### src/shar_pkg.sv
// ---------------------------------------------------------------------------
// shar_pkg: types and constants for the SCSI host adapter register block
// Register offsets, CSR bits and beat payload structs.
// ---------------------------------------------------------------------------
package shar_pkg;

    localparam int UDC_DEPTH = 64;
    localparam int UDC_AW    = $clog2(UDC_DEPTH);

    localparam logic [5:0]  UDC_START_IDX = 6'h2E;
    localparam logic [15:0] UDC_START_CMD = 16'h00A0;
    localparam logic [7:0]  UDC_START_HI  = 8'hA0;
    localparam logic [15:0] CSR_WR_MASK   = 16'h001F;
    localparam logic [7:0]  RD_UNMAPPED   = 8'hFF;

    localparam logic [15:0] CSR_RESET_CTRL = 16'h0001;
    localparam logic [15:0] CSR_INT_ENABLE = 16'h0004;
    localparam logic [15:0] CSR_INT_DMA    = 16'h0100;
    localparam logic [15:0] CSR_INT_CHIP   = 16'h0200;
    localparam logic [15:0] CSR_FIFO_EMPTY = 16'h0400;
    localparam logic [15:0] CSR_BUS_ERROR  = 16'h2000;
    localparam logic [15:0] CSR_CONFLICT   = 16'h4000;

    localparam logic [4:0] OFF_DATA    = 5'h00;
    localparam logic [4:0] OFF_ICMD    = 5'h01;
    localparam logic [4:0] OFF_MODE    = 5'h02;
    localparam logic [4:0] OFF_TCMD    = 5'h03;
    localparam logic [4:0] OFF_BSTAT   = 5'h04;
    localparam logic [4:0] OFF_BAS     = 5'h05;
    localparam logic [4:0] OFF_IDATA   = 5'h06;
    localparam logic [4:0] OFF_RPI     = 5'h07;
    localparam logic [4:0] OFF_DADDR0  = 5'h08;
    localparam logic [4:0] OFF_DADDR3  = 5'h0B;
    localparam logic [4:0] OFF_DLEN0   = 5'h0C;
    localparam logic [4:0] OFF_DLEN3   = 5'h0F;
    localparam logic [4:0] OFF_UDATA_H = 5'h10;
    localparam logic [4:0] OFF_UDATA_L = 5'h11;
    localparam logic [4:0] OFF_UPTR_H  = 5'h12;
    localparam logic [4:0] OFF_UPTR_L  = 5'h13;
    localparam logic [4:0] OFF_FIFO_H  = 5'h16;
    localparam logic [4:0] OFF_FIFO_L  = 5'h17;
    localparam logic [4:0] OFF_CSR_H   = 5'h18;
    localparam logic [4:0] OFF_CSR_L   = 5'h19;

    localparam logic [1:0] ARB_IDLE   = 2'd0;
    localparam logic [1:0] ARB_ARMING = 2'd1;
    localparam logic [1:0] ARB_SEEN   = 2'd2;

    typedef struct packed {
        logic        command;
        logic [4:0]  offset;
        logic [15:0] write_data;
        logic        wide_access;
        logic        phase_valid;
        logic [2:0]  target_phase;
        logic        target_req;
        logic        target_bsy;
        logic [7:0]  bus_data;
    } shar_in_t;

    typedef struct packed {
        logic [15:0] read_data;
        logic        irq_level;
        logic        drive_bsy;
        logic        drive_sel;
        logic        drive_ack;
        logic        drive_atn;
        logic        drive_rst;
        logic [7:0]  drive_data;
        logic        bus_reset_pulse;
        logic        chain_start_pulse;
    } shar_out_t;

endpackage

### src/scsi_host_adapter_registers_top.sv
// ---------------------------------------------------------------------------
// scsi_host_adapter_registers_top: SCSI host adapter register window
// Chip registers, DMA address/count, indirect DMA controller file, CSR.
// ---------------------------------------------------------------------------
// One bus access per beat; a new beat is taken every cycle while the output
// is not stalled and no file clear runs. The access is registered at the
// input, then decoded and applied, and its result beat lands in an output
// register. The 64-entry DMA controller file is a memory with a registered
// read port: it is read ahead at the pointer value that the current access
// leaves, with a bypass for a store to that entry. Reset clears the file by a
// sweep over all 64 entries during which no beat is accepted.
// ---------------------------------------------------------------------------
module scsi_host_adapter_registers_top import shar_pkg::*; (
    input  logic      aclk,
    input  logic      aresetn,
    input  logic      s_valid,
    output logic      s_ready,
    input  shar_in_t  s_data,
    output logic      m_valid,
    input  logic      m_ready,
    output shar_out_t m_data
);

    // pipeline control
    logic      in_vld_reg;
    shar_in_t  in_reg;
    logic      out_vld_reg;
    shar_out_t out_reg;
    logic      adv;
    logic      clr_busy_reg;
    logic [UDC_AW-1:0] clr_idx_reg;

    assign adv     = !out_vld_reg || m_ready;
    assign s_ready = adv && !clr_busy_reg;
    assign m_valid = out_vld_reg;
    assign m_data  = out_reg;

    // architectural state
    logic [7:0]  icmd_reg, mode_reg, tcmd_reg, sel_en_reg, odata_reg;
    logic [15:0] csr_reg, latch_reg, uptr_reg, fifo_reg;
    logic [31:0] daddr_reg, dlen_reg;
    logic [1:0]  arb_reg;
    logic        f_chip_reg, f_end_reg, f_pend_reg, f_irq_reg;
    logic        f_preq_reg, f_pien_reg, f_pdma_reg;

    logic [15:0] udc_mem [UDC_DEPTH];
    logic [15:0] mem_rd_reg;
    logic        byp_reg;
    logic [15:0] byp_data_reg;

    // next-state values
    logic [7:0]  icmd_next, mode_next, tcmd_next, sel_en_next, odata_next;
    logic [15:0] csr_next, latch_next, uptr_next, fifo_next;
    logic [31:0] daddr_next, dlen_next;
    logic [1:0]  arb_next;
    logic        f_chip_next, f_end_next, f_pend_next, f_irq_next;
    logic        f_preq_next, f_pien_next, f_pdma_next;
    logic        st_en;
    logic [15:0] rd;
    logic        rst_p, chain_p;
    logic [15:0] ent;
    logic        bvalid, breq;
    logic [1:0]  bsh;

    assign ent = byp_reg ? byp_data_reg : mem_rd_reg;

    always_comb begin
        icmd_next = icmd_reg; mode_next = mode_reg; tcmd_next = tcmd_reg;
        sel_en_next = sel_en_reg; odata_next = odata_reg;
        csr_next = csr_reg; latch_next = latch_reg; uptr_next = uptr_reg;
        fifo_next = fifo_reg; daddr_next = daddr_reg; dlen_next = dlen_reg;
        arb_next = arb_reg;
        f_chip_next = f_chip_reg; f_end_next = f_end_reg; f_pend_next = f_pend_reg;
        f_irq_next = f_irq_reg; f_preq_next = f_preq_reg; f_pien_next = f_pien_reg;
        f_pdma_next = f_pdma_reg;
        st_en = 1'b0; rd = 16'h0; rst_p = 1'b0; chain_p = 1'b0;
        bvalid = in_reg.phase_valid; breq = in_reg.target_req;
        bsh = 2'd3 - in_reg.offset[1:0];

        if (in_reg.command) begin
            case (in_reg.offset)
                OFF_DATA:  odata_next = in_reg.write_data[7:0];
                OFF_ICMD:  icmd_next = in_reg.write_data[7:0];
                OFF_MODE: begin
                    mode_next = in_reg.write_data[7:0];
                    if (!mode_reg[0] && mode_next[0]) arb_next = ARB_ARMING;
                    else if (mode_reg[0] && !mode_next[0]) arb_next = ARB_IDLE;
                end
                OFF_TCMD:  tcmd_next = in_reg.write_data[7:0];
                OFF_BSTAT: sel_en_next = in_reg.write_data[7:0];
                OFF_UDATA_H: begin
                    if (in_reg.wide_access) begin
                        latch_next = in_reg.write_data;
                        st_en = 1'b1;
                    end else begin
                        latch_next = {in_reg.write_data[7:0], latch_reg[7:0]};
                    end
                end
                OFF_UDATA_L: begin
                    latch_next = {latch_reg[15:8], in_reg.write_data[7:0]};
                    st_en = 1'b1;
                end
                OFF_UPTR_H: uptr_next = in_reg.wide_access ? in_reg.write_data
                                        : {in_reg.write_data[7:0], uptr_reg[7:0]};
                OFF_UPTR_L: uptr_next = {uptr_reg[15:8], in_reg.write_data[7:0]};
                OFF_FIFO_H: fifo_next = in_reg.wide_access ? in_reg.write_data
                                        : {in_reg.write_data[7:0], fifo_reg[7:0]};
                OFF_FIFO_L: fifo_next = {fifo_reg[15:8], in_reg.write_data[7:0]};
                OFF_CSR_H, OFF_CSR_L: begin
                    if (in_reg.offset == OFF_CSR_L || in_reg.wide_access) begin
                        csr_next = (csr_reg & ~CSR_WR_MASK)
                                 | (in_reg.write_data & CSR_WR_MASK);
                        if (csr_reg[0] && !csr_next[0]) begin
                            icmd_next = 8'h0; mode_next = 8'h0; tcmd_next = 8'h0;
                            csr_next = (csr_next & ~(CSR_INT_DMA | CSR_INT_CHIP
                                       | CSR_BUS_ERROR | CSR_CONFLICT)) | CSR_FIFO_EMPTY;
                            f_chip_next = 1'b0; f_end_next = 1'b0;
                            bvalid = 1'b0; breq = 1'b0;
                            rst_p = 1'b1;
                        end
                    end
                end
                default: begin
                    if (in_reg.offset >= OFF_DADDR0 && in_reg.offset <= OFF_DADDR3)
                        daddr_next[{bsh, 3'b000} +: 8] = in_reg.write_data[7:0];
                    else if (in_reg.offset >= OFF_DLEN0 && in_reg.offset <= OFF_DLEN3)
                        dlen_next[{bsh, 3'b000} +: 8] = in_reg.write_data[7:0];
                end
            endcase
            if (st_en && uptr_reg[UDC_AW-1:0] == UDC_START_IDX
                && (latch_next == UDC_START_CMD || latch_next[15:8] == UDC_START_HI)) begin
                fifo_next = 16'h0;
                csr_next = (csr_next | CSR_FIFO_EMPTY) & ~CSR_BUS_ERROR;
                f_pend_next = 1'b1;
                chain_p = 1'b1;
            end
        end else begin
            case (in_reg.offset)
                OFF_DATA, OFF_IDATA: rd = {8'h0, in_reg.bus_data};
                OFF_ICMD: begin
                    rd = {8'h0, icmd_reg};
                    if (mode_reg[0] && arb_reg == ARB_ARMING) begin
                        rd[6] = 1'b1;
                        arb_next = ARB_SEEN;
                    end
                end
                OFF_MODE: rd = {8'h0, mode_reg};
                OFF_TCMD: rd = {8'h0, tcmd_reg};
                OFF_BSTAT: begin
                    rd[4:2] = bvalid ? in_reg.target_phase : 3'd0;
                    rd[1] = icmd_reg[2] && !icmd_reg[3];
                    rd[6] = in_reg.target_bsy;
                    rd[5] = breq;
                end
                OFF_BAS: begin
                    rd[7] = f_end_reg;
                    rd[6] = breq;
                    rd[3] = tcmd_reg[2:0] == (bvalid ? in_reg.target_phase : 3'd0);
                    rd[1] = icmd_reg[1];
                    rd[0] = icmd_reg[4];
                end
                OFF_RPI: begin
                    f_chip_next = 1'b0; f_end_next = 1'b0;
                    csr_next = csr_reg & ~(CSR_INT_CHIP | CSR_INT_DMA);
                end
                OFF_UDATA_H: rd = {8'h0, ent[15:8]};
                OFF_UDATA_L: rd = {8'h0, ent[7:0]};
                OFF_UPTR_H:  rd = {8'h0, uptr_reg[15:8]};
                OFF_UPTR_L:  rd = {8'h0, uptr_reg[7:0]};
                OFF_FIFO_H:  rd = {8'h0, fifo_reg[15:8]};
                OFF_FIFO_L:  rd = {8'h0, fifo_reg[7:0]};
                OFF_CSR_H, OFF_CSR_L: begin
                    if (f_pend_reg) begin
                        f_pend_next = 1'b0;
                        csr_next = csr_reg | CSR_INT_CHIP | CSR_FIFO_EMPTY;
                        f_chip_next = 1'b1; f_end_next = 1'b1;
                    end
                    if (in_reg.offset == OFF_CSR_L) rd = {8'h0, csr_next[7:0]};
                    else rd = in_reg.wide_access ? csr_next : {8'h0, csr_next[15:8]};
                end
                default: begin
                    if (in_reg.offset >= OFF_DADDR0 && in_reg.offset <= OFF_DADDR3)
                        rd = {8'h0, daddr_reg[{bsh, 3'b000} +: 8]};
                    else if (in_reg.offset >= OFF_DLEN0 && in_reg.offset <= OFF_DLEN3)
                        rd = {8'h0, dlen_reg[{bsh, 3'b000} +: 8]};
                    else rd = {8'h0, RD_UNMAPPED};
                end
            endcase
        end

        // phase-mismatch edge detect, on the accesses that sample it
        if ((in_reg.command && (in_reg.offset <= OFF_BSTAT || in_reg.offset == OFF_CSR_L
             || (in_reg.offset == OFF_CSR_H && in_reg.wide_access)))
            || (!in_reg.command && (in_reg.offset == OFF_BSTAT || in_reg.offset == OFF_BAS)))
        begin
            if (!(in_reg.command && in_reg.offset == OFF_MODE)
                || (!mode_reg[1] && mode_next[1])) begin
                f_preq_next = breq;
                f_pien_next = csr_next[2];
                if (bvalid && csr_next[2] && breq
                    && in_reg.target_phase != tcmd_next[2:0]) begin
                    f_pdma_next = mode_next[1];
                    if (((breq && !f_preq_reg) || (csr_next[2] && !f_pien_reg)
                         || (mode_next[1] && !f_pdma_reg))
                        && (mode_next[1] || sel_en_next != 8'h0)) begin
                        csr_next = csr_next | CSR_INT_CHIP;
                        f_chip_next = 1'b1;
                    end
                end
            end
        end

        // status read shows a chip interrupt raised by its own edge detect
        if (!in_reg.command && in_reg.offset == OFF_BAS) rd[4] = f_chip_next;

        // the irq line is recomputed by the accesses that touch interrupt state
        if (f_chip_next != f_chip_reg || csr_next != csr_reg || chain_p
            || (in_reg.command && (in_reg.offset == OFF_CSR_L
                || (in_reg.offset == OFF_CSR_H && in_reg.wide_access)))
            || (!in_reg.command && (in_reg.offset == OFF_RPI
                || in_reg.offset == OFF_CSR_H || in_reg.offset == OFF_CSR_L)))
            f_irq_next = csr_next[2] && (csr_next[8] || csr_next[9] || csr_next[13]);
    end

    // file memory: read address looks ahead to the pointer after this beat
    logic [UDC_AW-1:0] rd_addr;
    logic              mem_we;
    logic [UDC_AW-1:0] wr_addr;
    logic [15:0]       wr_data;
    logic              work;

    assign work    = in_vld_reg && adv;
    assign rd_addr = work ? uptr_next[UDC_AW-1:0] : uptr_reg[UDC_AW-1:0];
    assign mem_we  = clr_busy_reg || (work && st_en);
    assign wr_addr = clr_busy_reg ? clr_idx_reg : uptr_reg[UDC_AW-1:0];
    assign wr_data = clr_busy_reg ? 16'h0 : latch_next;

    always_ff @(posedge aclk) begin
        if (mem_we) udc_mem[wr_addr] <= wr_data;
        mem_rd_reg   <= udc_mem[rd_addr];
        byp_reg      <= mem_we && wr_addr == rd_addr;
        byp_data_reg <= wr_data;
    end

    always_ff @(posedge aclk) begin
        if (!aresetn) begin
            in_vld_reg <= 1'b0; out_vld_reg <= 1'b0;
            clr_busy_reg <= 1'b1; clr_idx_reg <= '0;
            icmd_reg <= 8'h0; mode_reg <= 8'h0; tcmd_reg <= 8'h0;
            sel_en_reg <= 8'h0; odata_reg <= 8'h0;
            csr_reg <= CSR_FIFO_EMPTY; latch_reg <= 16'h0; uptr_reg <= 16'h0;
            fifo_reg <= 16'h0; daddr_reg <= 32'h0; dlen_reg <= 32'h0;
            arb_reg <= ARB_IDLE;
            f_chip_reg <= 1'b0; f_end_reg <= 1'b0; f_pend_reg <= 1'b0;
            f_irq_reg <= 1'b0; f_preq_reg <= 1'b0; f_pien_reg <= 1'b0;
            f_pdma_reg <= 1'b0;
        end else begin
            if (clr_busy_reg) begin
                clr_idx_reg <= clr_idx_reg + 1'b1;
                if (&clr_idx_reg) clr_busy_reg <= 1'b0;
            end
            if (adv) begin
                in_vld_reg  <= s_valid && s_ready;
                out_vld_reg <= in_vld_reg;
            end
            if (s_valid && s_ready) in_reg <= s_data;
            if (work) begin
                icmd_reg <= icmd_next; mode_reg <= mode_next; tcmd_reg <= tcmd_next;
                sel_en_reg <= sel_en_next; odata_reg <= odata_next;
                csr_reg <= csr_next; latch_reg <= latch_next; uptr_reg <= uptr_next;
                fifo_reg <= fifo_next; daddr_reg <= daddr_next; dlen_reg <= dlen_next;
                arb_reg <= arb_next;
                f_chip_reg <= f_chip_next; f_end_reg <= f_end_next;
                f_pend_reg <= f_pend_next; f_irq_reg <= f_irq_next;
                f_preq_reg <= f_preq_next; f_pien_reg <= f_pien_next;
                f_pdma_reg <= f_pdma_next;
                out_reg.read_data         <= rd;
                out_reg.irq_level         <= f_irq_next;
                out_reg.drive_bsy         <= icmd_next[3];
                out_reg.drive_sel         <= icmd_next[2] && !icmd_next[3];
                out_reg.drive_ack         <= icmd_next[4];
                out_reg.drive_atn         <= icmd_next[1];
                out_reg.drive_rst         <= icmd_next[7];
                out_reg.drive_data        <= odata_next;
                out_reg.bus_reset_pulse   <= rst_p;
                out_reg.chain_start_pulse <= chain_p;
            end
        end
    end

    // checks
    a_no_accept_in_clear: assert property (@(posedge aclk) disable iff (!aresetn)
        clr_busy_reg |-> !s_ready) else $error("beat taken during file clear");
    a_sel_gated: assert property (@(posedge aclk) disable iff (!aresetn)
        m_valid |-> !(m_data.drive_sel && m_data.drive_bsy))
        else $error("SEL driven with BSY");
    a_reset_pulse_clears: assert property (@(posedge aclk) disable iff (!aresetn)
        (m_valid && m_data.bus_reset_pulse) |-> (m_data.read_data == 16'h0
            && !m_data.drive_bsy && !m_data.drive_ack))
        else $error("bus reset left initiator lines");
    a_irq_needs_enable: assert property (@(posedge aclk) disable iff (!aresetn)
        f_irq_reg |-> csr_reg[2]) else $error("irq without enable");

endmodule
### config.mk
export PLATFORM = sky130hd
export DESIGN_NAME = scsi_host_adapter_registers_top
export DESIGN_NICKNAME = d
export VERILOG_FILES = /design/src/shar_pkg.sv /design/src/scsi_host_adapter_registers_top.sv
export SDC_FILE = /design/constraint.sdc
export NUM_CORES = 2
export LEC_CHECK = 0
export BUFFER_PORTS_ARGS = -buffer_cell sky130_fd_sc_hd__buf_4
export CAP_MARGIN = 10
export CORE_ASPECT_RATIO = 0.8
export CORE_MARGIN = 4
export CORE_UTILIZATION = 50
export DETAILED_ROUTE_END_ITERATION = 7
export PLACE_DENSITY = 0.68
export SETUP_SLACK_MARGIN = 0.15
export SYNTH_ARGS = -nofsm -noshare
export SYNTH_HDL_FRONTEND = slang
export SYNTH_SLANG_ARGS = --single-unit
### constraint.sdc
create_clock -name aclk -period 4.8 [get_ports aclk]
set_input_delay 1.2 -clock aclk [delete_from_list [all_inputs] [get_ports aclk]]
set_output_delay 1.2 -clock aclk [all_outputs]
set_load 0.02 [all_outputs]
==> results <==
- After detailed routing, the average wire length per cell comes to 25.2 um.
- The half-perimeter wire length after detailed placement is 94,700 um.
- The share of post-route cells with drive strength above 1 is 11.9%.
- The number of H-tree levels is 3.
- The number of enable flip-flop cells after synthesis is 1,090.
- The endpoint class of the critical path is a flip-flop.
- The worst register-to-register path ends at mem_rd_reg[0].
- The required time of the critical path is 5.49 ns.
- Clock skew on the completed layout was measured at 0.0407 ns.
- For this block, the initial DRC count from the detailed router was 5,660.
- Setup repair after global routing left no endpoint under its margin.
- The filler-free cell count of the finished design is 6,097.
- The clock buffer count from CTS is 119.
- The number of distinct library cells after synthesis is 75.
- For this design the ratio of total power to cell area is 362 nW/um2.
- The minimum hold slack is 0.455 ns.
- The flow ran to the end, and the final reports show no timing, DRC or antenna violations.
- After floorplanning, the core was sized to cover 105,000 um2.
- The post-synthesis average cell area is 11.9 um2.
- The synthesized area is 53,100 um2.
- TritonCTS built the clock tree.
- Clock-pin slew was measured on the worst setup and hold paths at 0.07 ns.
- In the post-route analysis, the smallest setup slack over all paths is 0.351 ns.
- The register-to-register path setup slack is 0.35 ns.
- The area growth from synthesis to layout is 13.3%.
- The post-synthesis sequential element count is 1,303.
- The first detailed-routing pass ran for 8 iterations.
- By startpoint and endpoint, the worst setup path is classified as reg2reg.
- The effective utilization at floorplan is 50.6%.
- The count of buffer and inverter cells on the critical path is 6.
- The total overflow left after global routing is 0.
- After layout, the worst path uses 92.7% of the clock period.
- STA classifies the critical path startpoint as a flip-flop.
- The longest clock path from root to sink contains 3 buffers.
- The source of the critical timing path is in_reg[31].
- The horizontal die dimension is 373 um.
- The first global-routing pass estimated 228,000 um of wire.
- The die is 300 um tall.
- The weighted congestion at the end of routability-driven global placement is 0.978.
- In this design, the stage delay of the slowest critical-path cell is 0.75 ns.
- For this run, the register share of the synthesized area comes to 69.6%.
- In this run the most critical hold path is launched from dlen_reg[11].
- Entering global routing, the biggest net connects 172 pins.
- The worst slew slack as a fraction of its limit is 12.5%.
- The number of antenna violations at the first check in global routing is 7.
- The worst-case setup slack after placement is -0.00591 ns.
- Leaving out fill and tap cells, the most frequent cells in the layout are sky130_fd_sc_hd__nand2_1 (1,129), sky130_fd_sc_hd__edfxtp_1 (1,090), sky130_fd_sc_hd__nand3_1 (457).
- The clock root buffer master is sky130_fd_sc_hd__clkbuf_16.
- After detailed routing, the number of vias per cell comes to 6.13.
- At the later pin of the worst-skew pair, clock insertion delay measures 0.75 ns.
- The count of final max-slew check failures came to 0.
- The number of max-cap violations is 0.
- The worst-path maximum fanout is 54.
- In this run the critical register-to-register path is launched from in_reg[31].
- The core occupancy in the finished layout is 57.3%.
- The clock sink count is 1,303.
- The family with the most delay on the worst path is buffers and inverters.
- The count of final hold-check violations came to 0.
- The die area is 112,000 um2.
- In the synthesized netlist the dominant register cell turns out to be sky130_fd_sc_hd__edfxtp_1.
- The worst-case IR drop observed on VDD is 0.000333 V.
- For the pin with the worst max-slew slack, the measured transition is 1.30 ns.
- Based on the critical path, the design can be clocked at up to 0.225 GHz.
- The count of mapped cells out of synthesis is 4,471.
- The slowest stage of the critical path belongs to the cell sky130_fd_sc_hd__nor4_1.
- The count of hold buffers inserted by post-cts repair is 0.
- The yosys synthesis warning count is 0.
- The sum of routed wire length over all layers is 154,000 um.
- The path class of the tightest hold or removal check is reg2reg.
- Traced cell by cell, the critical path runs through buf_4, inv_1, ha_1, buf_4, a21oi_1, nor4_2, buf_4, a22o_4, buf_4, nand2_1, nand3_1, nand3_1, and3_1, nor4_1, buf_4, a211o_1.
- The detail route stage leaves a number of antenna-violating nets equal to 0.
- After the last flow step, the layout net total stands at 4,633.
- The number of setup buffers added after CTS is 0.
- The leakage power figure is 22.0 nW.
- The number of global-route vias before repair is 35,054.
- The number of flip-flops in the largest register is 1,024.
- For the worst flop-to-flop path, the logic depth is 16.
- Subtracting the final worst setup slack from the clock period gives 4.45 ns.
- Counting stages on the worst path, the most repeated cell is sky130_fd_sc_hd__buf_4.
- The most common cell after layout, fill and taps aside is sky130_fd_sc_hd__nand2_1.
- The fraction of synthesis flops using an asynchronous set or reset pin is 0%.
- The count of vias placed by the detailed router is 37,355.
- The count of buffers added on input and output ports is 71.
- The aggregate global-route resource usage is 27.3%.
- After detailed routing, the number of remaining DRC violations is 0.
- The final number of setup-violating endpoints is 0.
- STA puts the critical path data arrival time at 5.14 ns.
- Including well taps, the total number of placed cells is 5,870.
- Counting instances, the worst hold path has a depth of 2.
- The hold-critical path endpoint is dlen_reg[11].
- The I/O pin count is 75.
- The floorplan has 106 rows.
- After routing, the total negative slack on setup checks comes to 0 ns.
## where the power goes
group | switching [W] | leakage (nW) | internal [W]
registers | 0.0000372 | 14.0 | 0.0121
logic | 0.000162 | 6.15 | 0.0000800
clock network | 0.00419 | 1.88 | 0.00519
total | 0.00439 | 22.0 | 0.0174
## repair_timing
action | 4_1_cts | 5_1_grt
endpoints found under the setup margin | 0 | 4
resized for setup | 0 | 4
hold endpoints to repair | 0 | 0
## per-stage QoR
step,cell area (um2),power (W)
3_5_place_dp,56300,0.0127
5_1_grt,60200,0.0224
6_report,60200,0.0218
3_3_place_gp,56300,0.0127
4_1_cts,60200,0.0219
2_1_floorplan,53200,0.0125
## final cells by class
| class | instances | area [um2] |
|---|---|---|
| Fill cell | 8475 | 44800 |
| Sequential cell | 1303 | 37000 |
| Multi-Input combinational cell | 2841 | 14900 |
| Clock buffer | 159 | 3250 |
| Timing Repair Buffer | 305 | 2630 |
| Tap cell | 1404 | 1760 |
| Clock inverter | 65 | 584 |
| Inverter | 17 | 66.3 |
| Antenna cell | 3 | 7.51 |
## Yosys cell counts (12+ instances only)
library cell | n | area, um2
sky130_fd_sc_hd__o21ai_0 | 49 | 245
sky130_fd_sc_hd__mux2_2 | 21 | 236
sky130_fd_sc_hd__mux2i_1 | 104 | 1040
sky130_fd_sc_hd__nor2_1 | 232 | 871
sky130_fd_sc_hd__nor4_1 | 24 | 150
sky130_fd_sc_hd__a31oi_1 | 108 | 676
sky130_fd_sc_hd__and3_1 | 76 | 475
sky130_fd_sc_hd__a21oi_1 | 181 | 906
sky130_fd_sc_hd__a311oi_1 | 24 | 210
sky130_fd_sc_hd__inv_1 | 16 | 60.1
sky130_fd_sc_hd__buf_2 | 103 | 515
sky130_fd_sc_hd__a211oi_1 | 27 | 203
sky130_fd_sc_hd__nand4_1 | 44 | 275
sky130_fd_sc_hd__edfxtp_1 | 1090 | 32700
sky130_fd_sc_hd__a22oi_1 | 73 | 548
sky130_fd_sc_hd__nor3_1 | 26 | 130
sky130_fd_sc_hd__buf_4 | 17 | 128
sky130_fd_sc_hd__nand3_1 | 457 | 2290
sky130_fd_sc_hd__nand2b_1 | 12 | 75.1
sky130_fd_sc_hd__a221oi_1 | 18 | 158
sky130_fd_sc_hd__nor2b_1 | 13 | 81.3
sky130_fd_sc_hd__buf_1 | 24 | 90.1
sky130_fd_sc_hd__o221ai_1 | 14 | 123
sky130_fd_sc_hd__clkbuf_1 | 164 | 616
sky130_fd_sc_hd__a211o_1 | 15 | 131
sky130_fd_sc_hd__nand2_1 | 1130 | 4240
sky130_fd_sc_hd__a32oi_1 | 30 | 263
sky130_fd_sc_hd__a222oi_1 | 13 | 130
sky130_fd_sc_hd__and2_1 | 17 | 106
sky130_fd_sc_hd__dfxtp_1 | 213 | 4260
## worst register-to-register path, cell delays in order, from the launching register on
cell and delay, ns:
sky130_fd_sc_hd__edfxtp_1 0.36, sky130_fd_sc_hd__buf_4 0.19, sky130_fd_sc_hd__inv_1 0.15, sky130_fd_sc_hd__ha_1 0.22, sky130_fd_sc_hd__buf_4 0.30, sky130_fd_sc_hd__a21oi_1 0.15, sky130_fd_sc_hd__nor4_2 0.27, sky130_fd_sc_hd__buf_4 0.28
sky130_fd_sc_hd__a22o_4 0.30, sky130_fd_sc_hd__buf_4 0.54, sky130_fd_sc_hd__nand2_1 0.15, sky130_fd_sc_hd__nand3_1 0.11, sky130_fd_sc_hd__nand3_1 0.07, sky130_fd_sc_hd__and3_1 0.22, sky130_fd_sc_hd__nor4_1 0.75, sky130_fd_sc_hd__buf_4 0.23
sky130_fd_sc_hd__a211o_1 0.12
## worst max-delay path by stage
| stage | to | slack, ns | depth (start not counted) |
|---|---|---|---|
| final | mem_rd_reg[0] | 0.35 | 16 |
| after global routing | mem_rd_reg[0] | 0.20 | 16 |
| after CTS | mem_rd_reg[2] | 0.35 | 14 |
| after detailed placement | mem_rd_reg[11] | -0.006 | 14 |
| after global placement | mem_rd_reg[11] | 0.02 | 14 |
| after floorplan | udc_mem[0][3] | 0.66 | 10 |
## routing by layer
metal | share of wire (%) | track usage, % | routed length [um] | vias up
li1 | - | - | - | 16600
met1 | 41 | 40.7 | 63900 | 18348
met2 | 42 | 37.6 | 64800 | 2121
met3 | 13 | 9.39 | 20600 | 284
met4 | 3.1 | 8.17 | 4700 | 2
met5 | 0.0084 | 0 | 13 | -
## logic make-up after synthesis
family / count (synthesis) / synth area share [%]
compound gates: 613 / 7.74
xor+xnor: 16 / 0.264
fa+ha+maj: 5 / 0.118
buf+inv: 329 / 2.74
flops: 1303 / 69.6
mux: 129 / 2.54
other cells: 1 / 0.00706
simple gates: 2075 / 17.0
(Power assumes the default switching activity.)
